`config.mk`:
```
export PLATFORM = sky130hd
export DESIGN_NAME = lwbcd_cell
export DESIGN_NICKNAME = d
export VERILOG_FILES = /design/src/hw/rtl/lwbcd_pkg.sv /design/src/hw/rtl/lwbcd_cell.sv
export SDC_FILE = /design/constraint.sdc
export NUM_CORES = 1
export LEC_CHECK = 0
export BUFFER_PORTS_ARGS = -buffer_cell sky130_fd_sc_hd__buf_4
export CAP_MARGIN = 20
export CORE_MARGIN = 3
export CORE_UTILIZATION = 41
export DETAILED_ROUTE_END_ITERATION = 10
export GPL_ROUTABILITY_DRIVEN = 0
export PLACE_DENSITY = 0.82
export RECOVER_POWER = 50
export SKIP_CTS_REPAIR_TIMING = 1
export SLEW_MARGIN = 20
export SYNTH_ARGS = -nofsm -noshare
export SYNTH_HDL_FRONTEND = slang
export SYNTH_SLANG_ARGS = --single-unit
```
`constraint.sdc`:
```
create_clock -name clk -period 2.3 [get_ports clk]
set_clock_uncertainty 0.1 [all_clocks]
set_input_delay 0.115 -clock clk [delete_from_list [all_inputs] [get_ports clk]]
set_output_delay 0.115 -clock clk [all_outputs]
set_load 0.01 [all_outputs]
```
`src/hw/rtl/lwbcd_pkg.sv`:
```
// ----------------------------------------------------------------------------
// lwbcd_pkg
// Shared types and constants of the LRU write-back cache directory.
// ----------------------------------------------------------------------------
package lwbcd_pkg;

  // Field widths fixed by the item layout, reset limit and default depth.
  localparam int TAG_W       = 32;
  localparam int SLOT_W      = 6;
  localparam int CMD_W       = 3;
  localparam int LIMIT_W     = 7;
  localparam int LIMIT_RESET = 24;
  localparam int DEF_ENTRIES = 32;

  // Command codes.
  localparam logic [CMD_W-1:0] CMD_READ    = 3'd0;
  localparam logic [CMD_W-1:0] CMD_PROBE   = 3'd1;
  localparam logic [CMD_W-1:0] CMD_WRITE   = 3'd2;
  localparam logic [CMD_W-1:0] CMD_INVAL   = 3'd3;
  localparam logic [CMD_W-1:0] CMD_INV_ALL = 3'd4;
  localparam logic [CMD_W-1:0] CMD_MOVE    = 3'd5;
  localparam logic [CMD_W-1:0] CMD_FLUSH   = 3'd6;

  // One directory entry as it sits in a cell of the LRU chain.
  typedef struct packed {
    logic [TAG_W-1:0]  tag;
    logic              valid;
    logic              dirty;
    logic [SLOT_W-1:0] slot;
  } entry_t;

  // Operation applied to the whole chain.
  typedef enum logic [2:0] {
    OP_NONE    = 3'd0,
    OP_MRU     = 3'd1,
    OP_ROT     = 3'd2,
    OP_CLR     = 3'd3,
    OP_INV_ALL = 3'd4
  } op_t;

  // Control broadcast to every cell.
  typedef struct packed {
    op_t               op;
    logic [SLOT_W-1:0] target;
  } chain_ctl_t;

endpackage

```
`src/hw/rtl/lwbcd_cell.sv`:
```
// ----------------------------------------------------------------------------
// lwbcd_cell
// One position of the LRU chain: holds an entry, compares its tag and
// takes the entry of its neighbor on a shift.
// ----------------------------------------------------------------------------
module lwbcd_cell #(
  parameter int INDEX   = 0,
  parameter bit IS_LAST = 1'b0
) (
  input  logic                         clk,
  input  logic                         rst,
  input  lwbcd_pkg::chain_ctl_t        ctl,
  input  lwbcd_pkg::entry_t            nb,
  input  lwbcd_pkg::entry_t            ins,
  input  logic [lwbcd_pkg::TAG_W-1:0]  blk,
  input  logic [lwbcd_pkg::TAG_W-1:0]  to_blk,
  input  logic                         seen_in,
  output logic                         seen_out,
  output logic                         sel,
  output logic                         hit_blk,
  output logic                         hit_to,
  output lwbcd_pkg::entry_t            ent
);

  lwbcd_pkg::entry_t src;

  // The tail cell takes the inserted entry, every other cell its neighbor.
  assign src      = IS_LAST ? ins : nb;
  assign sel      = (ent.slot == ctl.target);
  assign seen_out = seen_in | sel;
  assign hit_blk  = ent.valid && (ent.tag == blk);
  assign hit_to   = ent.valid && (ent.tag == to_blk);

  // Entry update for the chain operation of this cycle.
  always_ff @(posedge clk) begin
    if (rst) begin
      ent.tag   <= '0;
      ent.valid <= 1'b0;
      ent.dirty <= 1'b0;
      ent.slot  <= lwbcd_pkg::SLOT_W'(INDEX);
    end else begin
      case (ctl.op)
        lwbcd_pkg::OP_MRU: begin
          if (seen_out) ent <= src;
        end
        lwbcd_pkg::OP_ROT: begin
          ent <= src;
        end
        lwbcd_pkg::OP_CLR: begin
          if (sel) ent.dirty <= 1'b0;
        end
        lwbcd_pkg::OP_INV_ALL: begin
          ent.tag   <= '0;
          ent.valid <= 1'b0;
          ent.dirty <= 1'b0;
        end
        default: begin
        end
      endcase
    end
  end

endmodule
```
Word level (Yosys, flattened, before mapping)
Index checks and enable logic that the tools add are counted.
Widths: inputs -> output; s select.
{ "totals": {"regBits": 40, "latchBits": 0, "ramBits": 0, "romBits": 0, "inputBits": 156, "output_inout_bits": 44, "wordCells": 27, "n_memories": 0} }
{ "classes": {"n_addsub": 0, "mul": 0, "n_div": 0, "magnitude_cmp": 0, "eq_ne": 9, "shift": 0, "mux": 5, "bitwise": 1, "reduce_logical": 8} }
{ "ops": {"columns": ["operator", "n"], "rows": [
  ["$pmux 33 s3", 1],
  ["$eq 32x32->1", 2],
  ["$mux 40", 1],
  ["$pmux 6 s2", 1],
  ["$eq 3x2->1 const B", 2],
  ["$eq 6x6->1", 1],
  ["$ne 2x2->1 const B", 2],
  ["$pmux 1 s4", 1],
  ["$reduce_and 2->1", 2],
  ["$reduce_bool 4->1", 1],
  ["$eq 3x1->1 const B", 1],
  ["$eq 3x3->1 const B", 1],
  ["$reduce_and 3->1", 1],
  ["$reduce_bool 3->1", 1],
  ["$logic_and 1x1->1", 2],
  ["$reduce_bool 2->1", 1],
  ["$mux 1", 1],
  ["$or 1x1->1", 1]
]} }

Longest topological paths before layout
{ "depth": {"word_depth": 4, "ltp_mapped": 5} }

Worst setup path after synthesis
No wires, ideal clock.
{ "synth_timing": {"path_type": "flip-flop to flip-flop", "from": "register ent[2] in the netlist's numbering", "to": "register ent[13] in the netlist's numbering", "setup_time_ps": 72, "arrival_ps": 1556, "t_required_ps": 2128, "setup_slack_ps": 573, "stages_incl_launch_ff": 6, "n_path_buf": 1, "period_less_slack_ps": 1727, "cell_sequence": "dfxtp_1 > xnor2_4 > nand4_4 > o31ai_4 > buf_8 > mux2i_1"} }
{ "synth_between": {"elab_chain_len": 4} }
{ "synth_rtl": {"columns": ["item", "line_no", "rtl"], "rows": [
  ["from (decl)", "lwbcd_cell.sv:22", "output lwbcd_pkg::entry_t ent"],
  ["from (signal assigned)", "lwbcd_cell.sv:44", "if (seen_out) ent <= src;"],
  ["from (signal assigned)", "lwbcd_cell.sv:47", "ent <= src;"],
  ["$eq 6x6->1", "lwbcd_cell.sv:29", "assign sel = (ent.slot == ctl.target);"],
  ["$or 1x1->1", "lwbcd_cell.sv:30", "assign seen_out = seen_in | sel;"],
  ["$ne 2x2->1 (no line)", null, null],
  ["$reduce_and 2->1 (no line)", null, null]
]} }
Every way passes these cells.
A chain may end at the register's enable or synchronous reset.

Worst setup path after layout
{ "layout_timing": {"from": "register ent[22] in the netlist's numbering", "to": "output hit_blk"} }
{ "layout_between": {"elab_chain_len": 2} }
{ "layout_rtl": {"columns": ["item", "line_no", "rtl"], "rows": [
  ["$eq 32x32->1", "lwbcd_cell.sv:31", "assign hit_blk = ent.valid && (ent.tag == blk);"],
  ["$logic_and 1x1->1", "lwbcd_cell.sv:31", null],
  ["to (decl)", "lwbcd_cell.sv:20", "output logic hit_blk,"]
]} }
Every way passes these cells.

==> metrics.md <==
| Metric | Value |
|---|---|
| Chip width | `86.49 um` |
| WP data required | `roughly 2.1 ns` |
| Worst EP arrival | `1.81 ns` |
| Syn Nets | `~440` |
| Max Freq | `~500 MHz` |
| Sw Ratio | `a little under a third` |
| Gate power share | `between 30% and 40%` |
| CP top delay family | `simple AND/OR/NAND/NOR gates` |
| Worst Path Buf+Inv | `1` |
| Worst setup SP type | `flop` |
| RSZ-0062 raised after global routing | `no` |
| Post-layout util | `roughly 66%` |
| Core ar. | `6096 um^2` |
| IO buf count | `159` |
| Synth area leaders | `dfxtp_1 (30%), xor2_1 (20%), mux2i_1 (15%), nand2b_1 (10%), nand2_1 (4.9%)` |
| Critical Path Max Stage Delay | `about 0.44 ns` |
| Synth area leader | `dfxtp_1` |
| Initial core utilization | `between 40% and 50%` |
| CTS tree | `done` |
| Crit path kind | `flop to output pin` |
| Max VDD drop | `around 0.32 mV` |
| Synth Area per Inst | `~9.4 um^2` |
| Clock Sinks | `40` |
| Worst relative slew slack | `~64%` |
| TritonRoute pass-1 iters | `4` |
| Nets | `approximately 600` |
| Number of global-route vias before repair | `2,597` |
| Hold Path Class | `primary input to flop` |
| Synthesized area | `around 2700 um^2` |
| Total power | `approximately 0.0018 W` |
| Top flop regs | `ent: 40 flops` |
| Cells after synthesis | `approximately 280` |
| Int Pwr | `approximately 0.0013 W` |
| DR vias | `roughly 2,600` |
| CTS root buffer | `clkbuf_8` |
| Clock slew at reported path FFs | `~0.08 ns` |
| Drt drc | `0` |
| Worst Tran Pin Value | `0.5436 ns` |
| CTS Buf Count | `5` |
| Setup crit end kind | `output pin` |
| Final slew viol count | `0` |
| Die Y | `~86 um` |
| Layout area overhead | `50.73%` |
| Failing checks | `hold timing` |
| I/O pin cnt | `200` |
| DRT Wirelength | `around 8600 um` |
| Share of post-route cells with drive strength above 1 | `a little under a third` |
| Status | `complete, but fails checks` |
| Psw | `about 0.00055 W` |
| Synth warn | `0` |
| Post-synth cell types | `29` |
| Reg-to-Reg Start | `ent[5]$_SDFFE_PP0P_` |
| Crit path from | `ent[22]$_SDFFE_PP0P_` |
| Starting DRT DRC Count | `a little under 90` |
| Rows | `28` |
| Dpl hpwl | `around 6600 um` |
| Slowest CP cell | `nor4_1` |
| Sequential Power Share | `around 45%` |
| Initial antenna violation count | `0` |
| Max reg flops | `40` |
| First-pass GRT wire length | `about 12,000 um` |
| Biggest register | `ent` |
| Yosys top cell area share | `a little under a third` |
| Cells along the critical path | `xor2_1 > nor4_1 > nand4_1 > nor3_1 > buf_4` |
| Max_cap viols | `0` |
| Die area | `around 7500 um^2` |
| Leakage power | `~1.9 nW` |
| Largest net degree at the start of global routing | `48` |
| Min Hold Slack | `-0.01862 ns` |
| Post-synthesis sequential area ratio | `between 30% and 40%` |
| PD cells | `approximately 450 nW/um^2` |
| Critical-path maximum fanout | `4` |
| Final hold vios | `15` |
| Worst Hold Launch | `nb[15]` |
| Antenna viol nets, final | `0` |
| Clk buf depth | `2` |
| Vias per Instance | `between 4 and 5` |
| Gr usage total | `between 20% and 30%` |
| H-tree Lvls | `2` |
| Clk pwr share | `24.5%` |
| Seq cells post-synth | `40` |
| Clk Latency, worst-skew pair | `roughly 0.28 ns` |
| Fillcell total | `532` |
| Total negative slack | `0 ns` |
| Tmin final | `around 2 ns` |
| Tcrit/Tclk final | `a little under 90%` |
| Final setup fails | `0` |
| Congestion Overflow GR | `0` |
| Diodes inserted | `0` |
| Wire per inst | `about 16 um` |
cell usage after synthesis (all sizes together):
| library cell | instances |
|---|---|
| o32a | 1 |
| inv | 1 |
| or2b | 4 |
| nor3 | 4 |
| nand4 | 3 |
| nand2b | 44 |
| or2 | 1 |
| clkbuf | 8 |
| a21oi | 1 |
| mux2i | 40 |
| mux2 | 1 |
| nand3 | 4 |
| nor2 | 1 |
| o211ai | 1 |
| nor4 | 14 |
| xnor2 | 8 |
| and3b | 1 |
| nor2b | 1 |
| buf | 4 |
| nand2 | 35 |
| dfxtp | 40 |
| xor2 | 62 |
| o21ai | 1 |
| o31ai | 3 |
worst register-to-register path, cell delays in order (launching register included):
cell and delay (ns):
dfxtp_1 0.33, xnor2_1 0.27, nand4_4 0.17, o31ai_4 0.26, buf_4 0.39, mux2i_1 0.25
cell type report:
class | count | area (um^2) | share of cell area [%]
well taps | 75 | 93.84 | 2.344
inverters | 1 | 3.754 | 0.09375
clock inverters | 2 | 12.51 | 0.3125
repair buffers | 181 | 1252 | 31.28
clock buffers | 5 | 68.82 | 1.719
multi-input cells | 230 | 1772 | 44.25
flip-flops and latches | 40 | 800.8 | 20.00
stage by stage:
stage	hold slack [ns]	std cells	worst slack (ns)	area, um^2
6_report	-0.01862	534	0.2795	4004
3_5_place_dp	0.2799	508	0.5253	3894
3_3_place_gp	0.2746	508	0.5754	3894
2_1_floorplan	0.1571	283	0.5728	2656
5_1_grt	0.0007745	534	0.1402	4004
4_1_cts	-0.03138	515	0.2221	3975
placed cells by master, fill, tap and decap left out, drive strengths merged, types with 3 or more instances in the layout:
master,instances
buf,121
clkbuf,46
dfxtp,40
dlygate4sd3,19
mux2i,40
nand2,35
nand2b,44
nand3,4
nand4,3
nor3,4
nor4,14
o31ai,3
or2b,4
xnor2,8
xor2,62
final timing paths:
check | to | slack (ns) | cells past startpoint
setup / recovery | hit_blk | 0.28 | 5
hold reg to reg | ent[6]$_SDFFE_PP0P_ | 0.39 | 2
setup reg to reg | ent[19]$_SDFFE_PP0P_ | 0.47 | 5
hold / removal | ent[15]$_SDFFE_PP0P_ | -0.02 | 3
power groups by stage:
stage          clock network, W  logic (W)  registers, W
2_1_floorplan                 0   0.000267      0.000834
3_3_place_gp                  0   0.000559      0.000829
3_5_place_dp                  0   0.000570      0.000831
4_1_cts                0.000463   0.000572      0.000815
5_1_grt                0.000488   0.000606      0.000822
6_report               0.000445   0.000557      0.000814
routing by layer:
layer,track usage (%),routed length [um],vias up
met5,0,0,-
met4,5.807,187,0
met3,5.703,693,14
met2,38.80,4363,106
met1,24.34,3339,1183
li1,-,-,1293
cells by family (layout without fill, tap and decap cells):
logic type	count (synthesis)	count (layout)	share of synthesized area, %
flops	40	40	30.15
mux	41	41	15.50
xor+xnor	70	70	24.64
simple gates	112	112	23.46
buf+inv	13	189	3.156
compound gates	7	7	3.109
Power figures use the tool's default switching activity.
